$ cat src/integer_to_roman_numeral_encoder_core_defines.svh
// Assertion macros for the Roman numeral encoder core.
`ifndef INTEGER_TO_ROMAN_NUMERAL_ENCODER_CORE_DEFINES_SVH
`define INTEGER_TO_ROMAN_NUMERAL_ENCODER_CORE_DEFINES_SVH
`ifndef SYNTHESIS
// Check a property on every clock edge outside reset.
`define RNE_ASSERT(lbl, prop) \
	lbl: assert property (@(posedge clk) disable iff (!arst_n) prop) \
		else $error("rne assertion failed");
// Check a property on every clock edge, reset included.
`define RNE_ASSERT_ALWAYS(lbl, prop) \
	lbl: assert property (@(posedge clk) prop) \
		else $error("rne assertion failed");
`else
`define RNE_ASSERT(lbl, prop)
`define RNE_ASSERT_ALWAYS(lbl, prop)
`endif
`endif

$ cat src/rne_pkg.sv
// Shared types and constants of the Roman numeral encoder.
`timescale 1ns / 1ps
package rne_pkg;

	localparam int VALUE_W  = 12;
	localparam int AMT_W    = 10;
	localparam int LETTER_W = 7;
	localparam int PC_W     = 5;

	// Microcode operations
	localparam logic [1:0] OP_SKIP_LT  = 2'd0; // jump to target when rem < amt
	localparam logic [1:0] OP_EMIT     = 2'd1; // emit letter, go to next step
	localparam logic [1:0] OP_EMIT_SUB = 2'd2; // emit letter, rem -= amt, jump
	localparam logic [1:0] OP_NOP      = 2'd3; // go to next step

	// ASCII letters
	localparam logic [LETTER_W-1:0] LTR_I = 7'd73;
	localparam logic [LETTER_W-1:0] LTR_V = 7'd86;
	localparam logic [LETTER_W-1:0] LTR_X = 7'd88;
	localparam logic [LETTER_W-1:0] LTR_L = 7'd76;
	localparam logic [LETTER_W-1:0] LTR_C = 7'd67;
	localparam logic [LETTER_W-1:0] LTR_D = 7'd68;
	localparam logic [LETTER_W-1:0] LTR_M = 7'd77;

	typedef struct packed {
		logic [1:0]          op;
		logic [LETTER_W-1:0] letter;
		logic [AMT_W-1:0]    amt;
		logic [PC_W-1:0]     tgt;
	} ucode_t;

	typedef struct packed {
		logic               load;
		logic               sub;
		logic [VALUE_W-1:0] load_val;
		logic [AMT_W-1:0]   amt;
	} dp_ctrl_t;

	typedef struct packed {
		logic ge;         // rem >= amt
		logic zero_after; // rem - amt == 0
		logic rem_zero;   // rem == 0
	} dp_stat_t;

endpackage

$ cat src/rne_ucode_rom.sv
// Microcode table: greedy Roman numeral program, one control word per step.
`timescale 1ns / 1ps
module rne_ucode_rom (
	input  logic [rne_pkg::PC_W-1:0] pc,
	output rne_pkg::ucode_t          word
);
	import rne_pkg::*;

	function automatic ucode_t mk(input logic [1:0] op, input logic [LETTER_W-1:0] letter,
			input logic [AMT_W-1:0] amt, input logic [PC_W-1:0] tgt);
		ucode_t w;
		w.op     = op;
		w.letter = letter;
		w.amt    = amt;
		w.tgt    = tgt;
		return w;
	endfunction

	// Decode the step into its control word
	always_comb begin
		unique case (pc)
			5'd0:    word = mk(OP_SKIP_LT,  LTR_M, 10'd1000, 5'd2);
			5'd1:    word = mk(OP_EMIT_SUB, LTR_M, 10'd1000, 5'd0);
			5'd2:    word = mk(OP_SKIP_LT,  LTR_C, 10'd900,  5'd5);
			5'd3:    word = mk(OP_EMIT,     LTR_C, 10'd900,  5'd4);
			5'd4:    word = mk(OP_EMIT_SUB, LTR_M, 10'd900,  5'd5);
			5'd5:    word = mk(OP_SKIP_LT,  LTR_D, 10'd500,  5'd7);
			5'd6:    word = mk(OP_EMIT_SUB, LTR_D, 10'd500,  5'd7);
			5'd7:    word = mk(OP_SKIP_LT,  LTR_C, 10'd400,  5'd10);
			5'd8:    word = mk(OP_EMIT,     LTR_C, 10'd400,  5'd9);
			5'd9:    word = mk(OP_EMIT_SUB, LTR_D, 10'd400,  5'd10);
			5'd10:   word = mk(OP_SKIP_LT,  LTR_C, 10'd100,  5'd12);
			5'd11:   word = mk(OP_EMIT_SUB, LTR_C, 10'd100,  5'd10);
			5'd12:   word = mk(OP_SKIP_LT,  LTR_X, 10'd90,   5'd15);
			5'd13:   word = mk(OP_EMIT,     LTR_X, 10'd90,   5'd14);
			5'd14:   word = mk(OP_EMIT_SUB, LTR_C, 10'd90,   5'd15);
			5'd15:   word = mk(OP_SKIP_LT,  LTR_L, 10'd50,   5'd17);
			5'd16:   word = mk(OP_EMIT_SUB, LTR_L, 10'd50,   5'd17);
			5'd17:   word = mk(OP_SKIP_LT,  LTR_X, 10'd40,   5'd20);
			5'd18:   word = mk(OP_EMIT,     LTR_X, 10'd40,   5'd19);
			5'd19:   word = mk(OP_EMIT_SUB, LTR_L, 10'd40,   5'd20);
			5'd20:   word = mk(OP_SKIP_LT,  LTR_X, 10'd10,   5'd22);
			5'd21:   word = mk(OP_EMIT_SUB, LTR_X, 10'd10,   5'd20);
			5'd22:   word = mk(OP_SKIP_LT,  LTR_I, 10'd9,    5'd25);
			5'd23:   word = mk(OP_EMIT,     LTR_I, 10'd9,    5'd24);
			5'd24:   word = mk(OP_EMIT_SUB, LTR_X, 10'd9,    5'd25);
			5'd25:   word = mk(OP_SKIP_LT,  LTR_V, 10'd5,    5'd27);
			5'd26:   word = mk(OP_EMIT_SUB, LTR_V, 10'd5,    5'd27);
			5'd27:   word = mk(OP_SKIP_LT,  LTR_I, 10'd4,    5'd30);
			5'd28:   word = mk(OP_EMIT,     LTR_I, 10'd4,    5'd29);
			5'd29:   word = mk(OP_EMIT_SUB, LTR_V, 10'd4,    5'd30);
			5'd30:   word = mk(OP_NOP,      LTR_I, 10'd1,    5'd31);
			default: word = mk(OP_EMIT_SUB, LTR_I, 10'd1,    5'd31);
		endcase
	end

endmodule

$ cat src/rne_datapath.sv
// Remainder register with its subtract and compare unit.
`timescale 1ns / 1ps
module rne_datapath (
	input  logic              clk,
	input  logic              arst_n,
	input  rne_pkg::dp_ctrl_t ctrl,
	output rne_pkg::dp_stat_t stat
);
	import rne_pkg::*;

	logic [VALUE_W-1:0] rem_q;
	logic [VALUE_W-1:0] amt_ext;
	logic [VALUE_W-1:0] diff;

	// Compare and subtract the step amount
	assign amt_ext = {{(VALUE_W-AMT_W){1'b0}}, ctrl.amt};
	assign diff    = rem_q - amt_ext;

	assign stat.ge         = (rem_q >= amt_ext);
	assign stat.zero_after = (diff == '0);
	assign stat.rem_zero   = (rem_q == '0);

	// Load a new value or take the amount off
	always_ff @(posedge clk or negedge arst_n) begin
		if (!arst_n) begin
			rem_q <= '0;
		end else if (ctrl.load) begin
			rem_q <= ctrl.load_val;
		end else if (ctrl.sub) begin
			rem_q <= diff;
		end
	end

endmodule

$ cat src/integer_to_roman_numeral_encoder_core.sv
// Top level: microcoded Roman numeral encoder with stream ports.
//
// Usage:
//   Slave stream s_* carries one value per beat in s_tdata[11:0]; the
//   master stream m_* returns its numeral as one ASCII letter per beat,
//   most significant first, with m_tlast on the final letter.
//   A value of 0 is taken and produces no beat at all.
// Timing:
//   A step counter walks a 32-word microcode table, one step per cycle
//   unless a letter step waits on the output. Each letter has a step of
//   its own, as have each denomination test and the step before the ones
//   loop. The first letter is loaded once every larger denomination has
//   been tested; a nonzero value holds the block until its final letter.
//   s_tready rises again the cycle after the final letter is loaded into
//   the output register, so the next value is taken while it still waits.
// Reset and stall:
//   arst_n clears the sequencer and the output valid; no value is kept.
//   While m_tready is low the output register holds its beat and the
//   sequencer waits on its next letter step.
`timescale 1ns / 1ps
`include "integer_to_roman_numeral_encoder_core_defines.svh"
module integer_to_roman_numeral_encoder_core (
	input  logic        clk,
	input  logic        arst_n,
	input  logic        s_tvalid,
	output logic        s_tready,
	input  logic [15:0] s_tdata,  // [11:0] value, [15:12] unused
	output logic        m_tvalid,
	input  logic        m_tready,
	output logic [7:0]  m_tdata,  // [6:0] letter, [7] zero
	output logic        m_tlast
);
	import rne_pkg::*;

	logic [PC_W-1:0]     pc_q;
	logic [PC_W-1:0]     pc_next;
	logic                busy_q;
	logic                m_tvalid_q;
	logic [LETTER_W-1:0] letter_q;
	logic                last_q;
	ucode_t              word;
	dp_ctrl_t            dp_ctrl;
	dp_stat_t            dp_stat;
	logic                s_fire;
	logic                out_free;
	logic                is_emit;
	logic                advance;
	logic                emit_fire;
	logic                done;

	rne_ucode_rom u_rom (
		.pc   (pc_q),
		.word (word)
	);

	rne_datapath u_dp (
		.clk    (clk),
		.arst_n (arst_n),
		.ctrl   (dp_ctrl),
		.stat   (dp_stat)
	);

	// Handshake and step qualification
	assign s_tready  = !busy_q;
	assign s_fire    = s_tvalid && s_tready;
	assign out_free  = !m_tvalid_q || m_tready;
	assign is_emit   = (word.op == OP_EMIT) || (word.op == OP_EMIT_SUB);
	assign advance   = busy_q && (!is_emit || out_free);
	assign emit_fire = advance && is_emit;
	assign done      = advance && (word.op == OP_EMIT_SUB) && dp_stat.zero_after;

	// Drive the datapath
	always_comb begin
		dp_ctrl.load     = s_fire;
		dp_ctrl.load_val = s_tdata[VALUE_W-1:0];
		dp_ctrl.sub      = advance && (word.op == OP_EMIT_SUB);
		dp_ctrl.amt      = word.amt;
	end

	// Pick the next step
	always_comb begin
		unique case (word.op)
			OP_SKIP_LT:  pc_next = dp_stat.ge ? pc_q + {{(PC_W-1){1'b0}}, 1'b1} : word.tgt;
			OP_EMIT_SUB: pc_next = word.tgt;
			default:     pc_next = pc_q + {{(PC_W-1){1'b0}}, 1'b1};
		endcase
	end

	// Advance the sequencer and the output valid
	always_ff @(posedge clk or negedge arst_n) begin
		if (!arst_n) begin
			pc_q       <= '0;
			busy_q     <= 1'b0;
			m_tvalid_q <= 1'b0;
		end else begin
			if (s_fire) begin
				pc_q   <= '0;
				busy_q <= (s_tdata[VALUE_W-1:0] != '0);
			end else if (advance) begin
				pc_q <= pc_next;
				if (done) begin
					busy_q <= 1'b0;
				end
			end
			if (emit_fire) begin
				m_tvalid_q <= 1'b1;
			end else if (m_tready) begin
				m_tvalid_q <= 1'b0;
			end
		end
	end

	// Load the output beat
	always_ff @(posedge clk) begin
		if (emit_fire) begin
			letter_q <= word.letter;
			last_q   <= done;
		end
	end

	assign m_tvalid = m_tvalid_q;
	assign m_tdata  = {1'b0, letter_q};
	assign m_tlast  = last_q;

	// A nonzero value starts a run and blocks intake
	`RNE_ASSERT(a_start_busy, s_tvalid && s_tready && (s_tdata[11:0] != 12'd0) |=> !s_tready)
	// A zero value leaves the block free
	`RNE_ASSERT(a_zero_free, s_tvalid && s_tready && (s_tdata[11:0] == 12'd0) |=> s_tready)
	// A running conversion always has letters left to emit
	`RNE_ASSERT(a_busy_rem, busy_q |-> !dp_stat.rem_zero)
	// The final letter of a run frees the block in the next cycle
	`RNE_ASSERT_ALWAYS(a_done_free, arst_n && done |=> !busy_q || !arst_n)

endmodule
$ cat config.mk
export PLATFORM = sky130hd
export DESIGN_NAME = integer_to_roman_numeral_encoder_core
export DESIGN_NICKNAME = d
export VERILOG_FILES = /design/src/rne_pkg.sv /design/src/rne_ucode_rom.sv /design/src/rne_datapath.sv /design/src/integer_to_roman_numeral_encoder_core.sv
export VERILOG_INCLUDE_DIRS = /design/src /design/src/src
export SDC_FILE = /design/constraint.sdc
export NUM_CORES = 1
export LEC_CHECK = 0
export BUFFER_PORTS_ARGS = -buffer_cell sky130_fd_sc_hd__buf_4
export CAP_MARGIN = 20
export CORE_MARGIN = 2
export CORE_UTILIZATION = 35
export CTS_CLUSTER_DIAMETER = 40
export DETAILED_ROUTE_END_ITERATION = 7
export PLACE_DENSITY = 0.49
export SLEW_MARGIN = 20
export SYNTH_ARGS = -nofsm -noshare
export SYNTH_HDL_FRONTEND = slang
export SYNTH_HIERARCHICAL = 1
export SYNTH_SLANG_ARGS = --single-unit
$ cat constraint.sdc
create_clock -name clk -period 4.7 [get_ports clk]
set_input_delay 0.705 -clock clk [delete_from_list [all_inputs] [get_ports clk]]
set_output_delay 0.705 -clock clk [all_outputs]
set_load 0.005 [all_outputs]
* After elaboration in Yosys (flattened, before gate mapping) *
Memories as Yosys holds them, arrays and structs flattened.
Cells that the tools add are included.

operators by class
  reductions and logical operators = 19
  $add $sub $neg = 2
  equal/unequal tests = 2
  order comparisons = 1
  multiplexer cells = 11

operators with widths
  cell                   number
  $mux W12               2
  $mux W5                3
  $ge A12 B10 Y1         1
  $logic_not A12 Y1      1
  $reduce_bool A12 Y1    1
  $sub A12 B10 Y12       1
  $pmux W5 S2            1
  $reduce_bool A2 Y1     4
  $add A5 B1 Y5 const B  1
  $logic_and A1 B1 Y1    5
  $mux W1                5
  $logic_not A1 Y1       3
  $logic_or A1 B1 Y1     3
  $eq A2 B1 Y1 const B   1
  $eq A2 B2 Y1 const B   1
  $logic_not A2 Y1       1
  $reduce_and A2 Y1      1

word-level totals
  output and inout bits = 11
  bits in registers = 27
  logic and storage cells = 42
  memories = 1
  memory bits (read-only) = 704
  input port bits = 20

memories
  name             words  width  read ports  clocked after Yosys merged registers in  write ports  line                 text
  (no name shown)  32     22     1           0                                        0            rne_ucode_rom.sv:21  unique case (pc)

* Logic depth before layout (Yosys ltp) *
An unclocked memory read counts as a cell.

  depth in word-level cells = 11
  gate-level depth with buffers = 18
  mapped depth without buffers = 17

* Hierarchy *
The synthesis kept the hierarchy.

by module, submodules not included
  module                                 times used  sequential area each (µm²)  area each (µm²)  cells an instance
  rne_datapath                           1           300.3                       1234.9           144
  rne_ucode_rom                          1           0.0                         900.9            126
  integer_to_roman_numeral_encoder_core  1           415.4                       745.7            70

* Worst setup path after synthesis *
No wires, ideal clock.

  path type = register to register
  from = register pc_q[0]
  to = register last_q (netlist: m_tlast), data pin
  path slack = 1349 ps
  period minus slack after synthesis = 3351 ps
  path buffers = 0
  arrival = 3091 ps
  setup time = 260 ps
  stages on the path, launching flop included = 15
  cells stage by stage = dfrtp_1 ha_1 or2b_1 o21ai_0 and2_1 ha_1 inv_1 fa_1 a211oi_2 o211ai_1 a31o_1 a21oi_1 xnor2_1 and4b_1 and4_1

RTL lines
  item                    line                                          text
  from (decl)             integer_to_roman_numeral_encoder_core.sv:35   logic [PC_W-1:0] pc_q;
  from (signal assigned)  integer_to_roman_numeral_encoder_core.sv:100  pc_q <= pc_next;
  to (signal assigned)    integer_to_roman_numeral_encoder_core.sv:117  last_q <= done;
  to (decl)               integer_to_roman_numeral_encoder_core.sv:40   logic last_q;

==> results.ini <==
[clocking]
clk_latency_ps=280
clockBufferDepth=2
htree_num_levels=1
cts_tree=done
cts.sinks=27
hold_buffers=0
cts_resized=0
cts_made_buffers=3
post_cts_buffers=0
clockRootBuffer=clkbuf_8
path_clk_slew_ps=100

[finish]
syn_to_final_growth_pct=9.37
layout-drive-gt1-share_pct=17.0
antennaDiodeCount=0
multi_input_area_sq_mm=0.00187
seq_area_sq_um=716
fill_cells=813
final_nets=394

[setup_path]
critPathKind=flop to flop
slowest_stage=dfrtp_1
crit_chain=ha_1, or2b_1, o21ai_0, and2_1, ha_1, inv_1, fa_1, xor2_1, nor4b_1, o221ai_1, nor4_1, and4b_1, and4_1, nor2_1
crit_start=pc_q[0]
startpoint_type=flop
end_kind=flop
path_max_fanout=15
cp_slowest_stage_delay_ps=590
cp_common_cell=ha_1
worstPathRequired_ps=4880
crit_arrival_ps=4120
r2r_start=pc_q[0]

[hold_path]
hold_class=input port to async pin

[timing]
tns_ps=0
tightest_slew_ps=599
finClkSkew_ps=12.5
slew-limit-headroom_pct=59.7
rsz0062_at_grt=no
fin_crit_ps=3940
finalCritPeriodShare_pct=83.9
hold_viol=0
fmax_mhz=254
setup_viol=0
drv_slew=0

[routing]
vias_per_cell=5.43
wire_per_inst_um=16.1
first_pass_iters=4
final_antenna_net_count=0
drc=0
drt_iter0_markers=145
num_vias=2466
wl_um=7300

[placement]
io_buffers=25
hpwl_um=5510
gp_congestion=0.860

[logic_synthesis]
syn_nets=377
ys_warn_count=6
synthCells=336
netlist_area_sq_mm=0.00286
avgSynthCellArea_sq_um=8.50

[floorplan]
die_area_sq_mm=0.00890
coreArea_sq_mm=0.00781
row_count=32
start_util_pct=36.6
chipHeight_um=94.3
io_pins=31
die_x_um=94.3

[global_route]
grt_overflow=0
grt_pass1_wl_um=12200
grt_antenna_before_repair=0
grtUsageTotal_pct=17.2
grt_start_max_net_pins=38
grt_pass1_vias=2370

[flow_run]
maxCapViolCount=0

[outcome]
status=finished, final reports clean

==> worst max-delay path, delay by kind of cell (launching register included) <==
| kind | cells | cell delay (ps) |
|---|---|---|
| simple gates | 7 | 1700 |
| fa+ha+maj | 3 | 920 |
| flops | 1 | 590 |
| compound gates | 2 | 380 |
| xor+xnor | 1 | 200 |
| buf+inv | 1 | 60 |
==> cell usage in the layout (no fill, tap or decap), types with 5 or more instances in the layout <==
cell / n
o21ai_0: 19
nor4_1: 5
nand2b_1: 9
nor2b_1: 7
a31oi_1: 6
a22oi_1: 5
buf_4: 35
o21ai_1: 11
ha_1: 20
mux2_2: 7
nand2_1: 32
xnor2_1: 9
o211ai_1: 7
and3_1: 5
dfrtp_1: 19
inv_1: 25
nand3_1: 8
o21a_1: 5
mux2i_1: 12
a21oi_1: 17
nor3_1: 6
nor2_1: 9
edfxtp_1: 8
==> worst paths after layout <==
kind                                       to  slack [ps]  cells past startpoint
max in group asynchronous       u_dp/rem_q[0]        4160                      1
min in group clk                     m_tvalid         560                      2
worst min-delay path                  pc_q[3]         290                      1
worst max register to register         busy_q         760                     14
worst max-delay path                   busy_q         760                     14
worst min register to register       m_tvalid         560                      2
==> flip-flops by register name, summed over array words and instances (netlist names) <==
signal,cells
u_dp/rem_q,12
pc_q,5
letter_q,7
m_tvalid,1
busy_q,1
m_tlast,1
==> per-layer routing <==
layer | vias to the layer above | global-route usage (%) | share of wire [%]
li1 | 1257 | - | -
met1 | 1151 | 26.4 | 51
met2 | 52 | 26.0 | 44
met3 | 6 | 2.71 | 5.0
met4 | 0 | 2.17 | 0.63
met5 | - | 0 | 0
==> through the flow <==
step	area [sq um]	hold slack [ps]	setup slack, ps	util (%)	cells
3_3_place_gp	3080	538	785	39.4	450
2_1_floorplan	2860	409	1350	-	336
5_1_grt	3120	282	383	40.0	454
4_1_cts	3120	285	787	40.0	454
3_5_place_dp	3080	542	801	39.4	450
6_report	3120	292	755	40.0	454
==> area by class of cell <==
type,count,area share (%)
Clock buffer,3,1.32
Clock inverter,1,0.160
Inverter,27,3.24
Multi-Input combinational cell,259,59.9
Sequential cell,27,22.9
Tap cell,102,4.08
Timing Repair Buffer,35,8.41
Power is left out: the tool's default activity adds up to more than one toggle a clock period on the data nets, which glitch-free logic cannot reach.
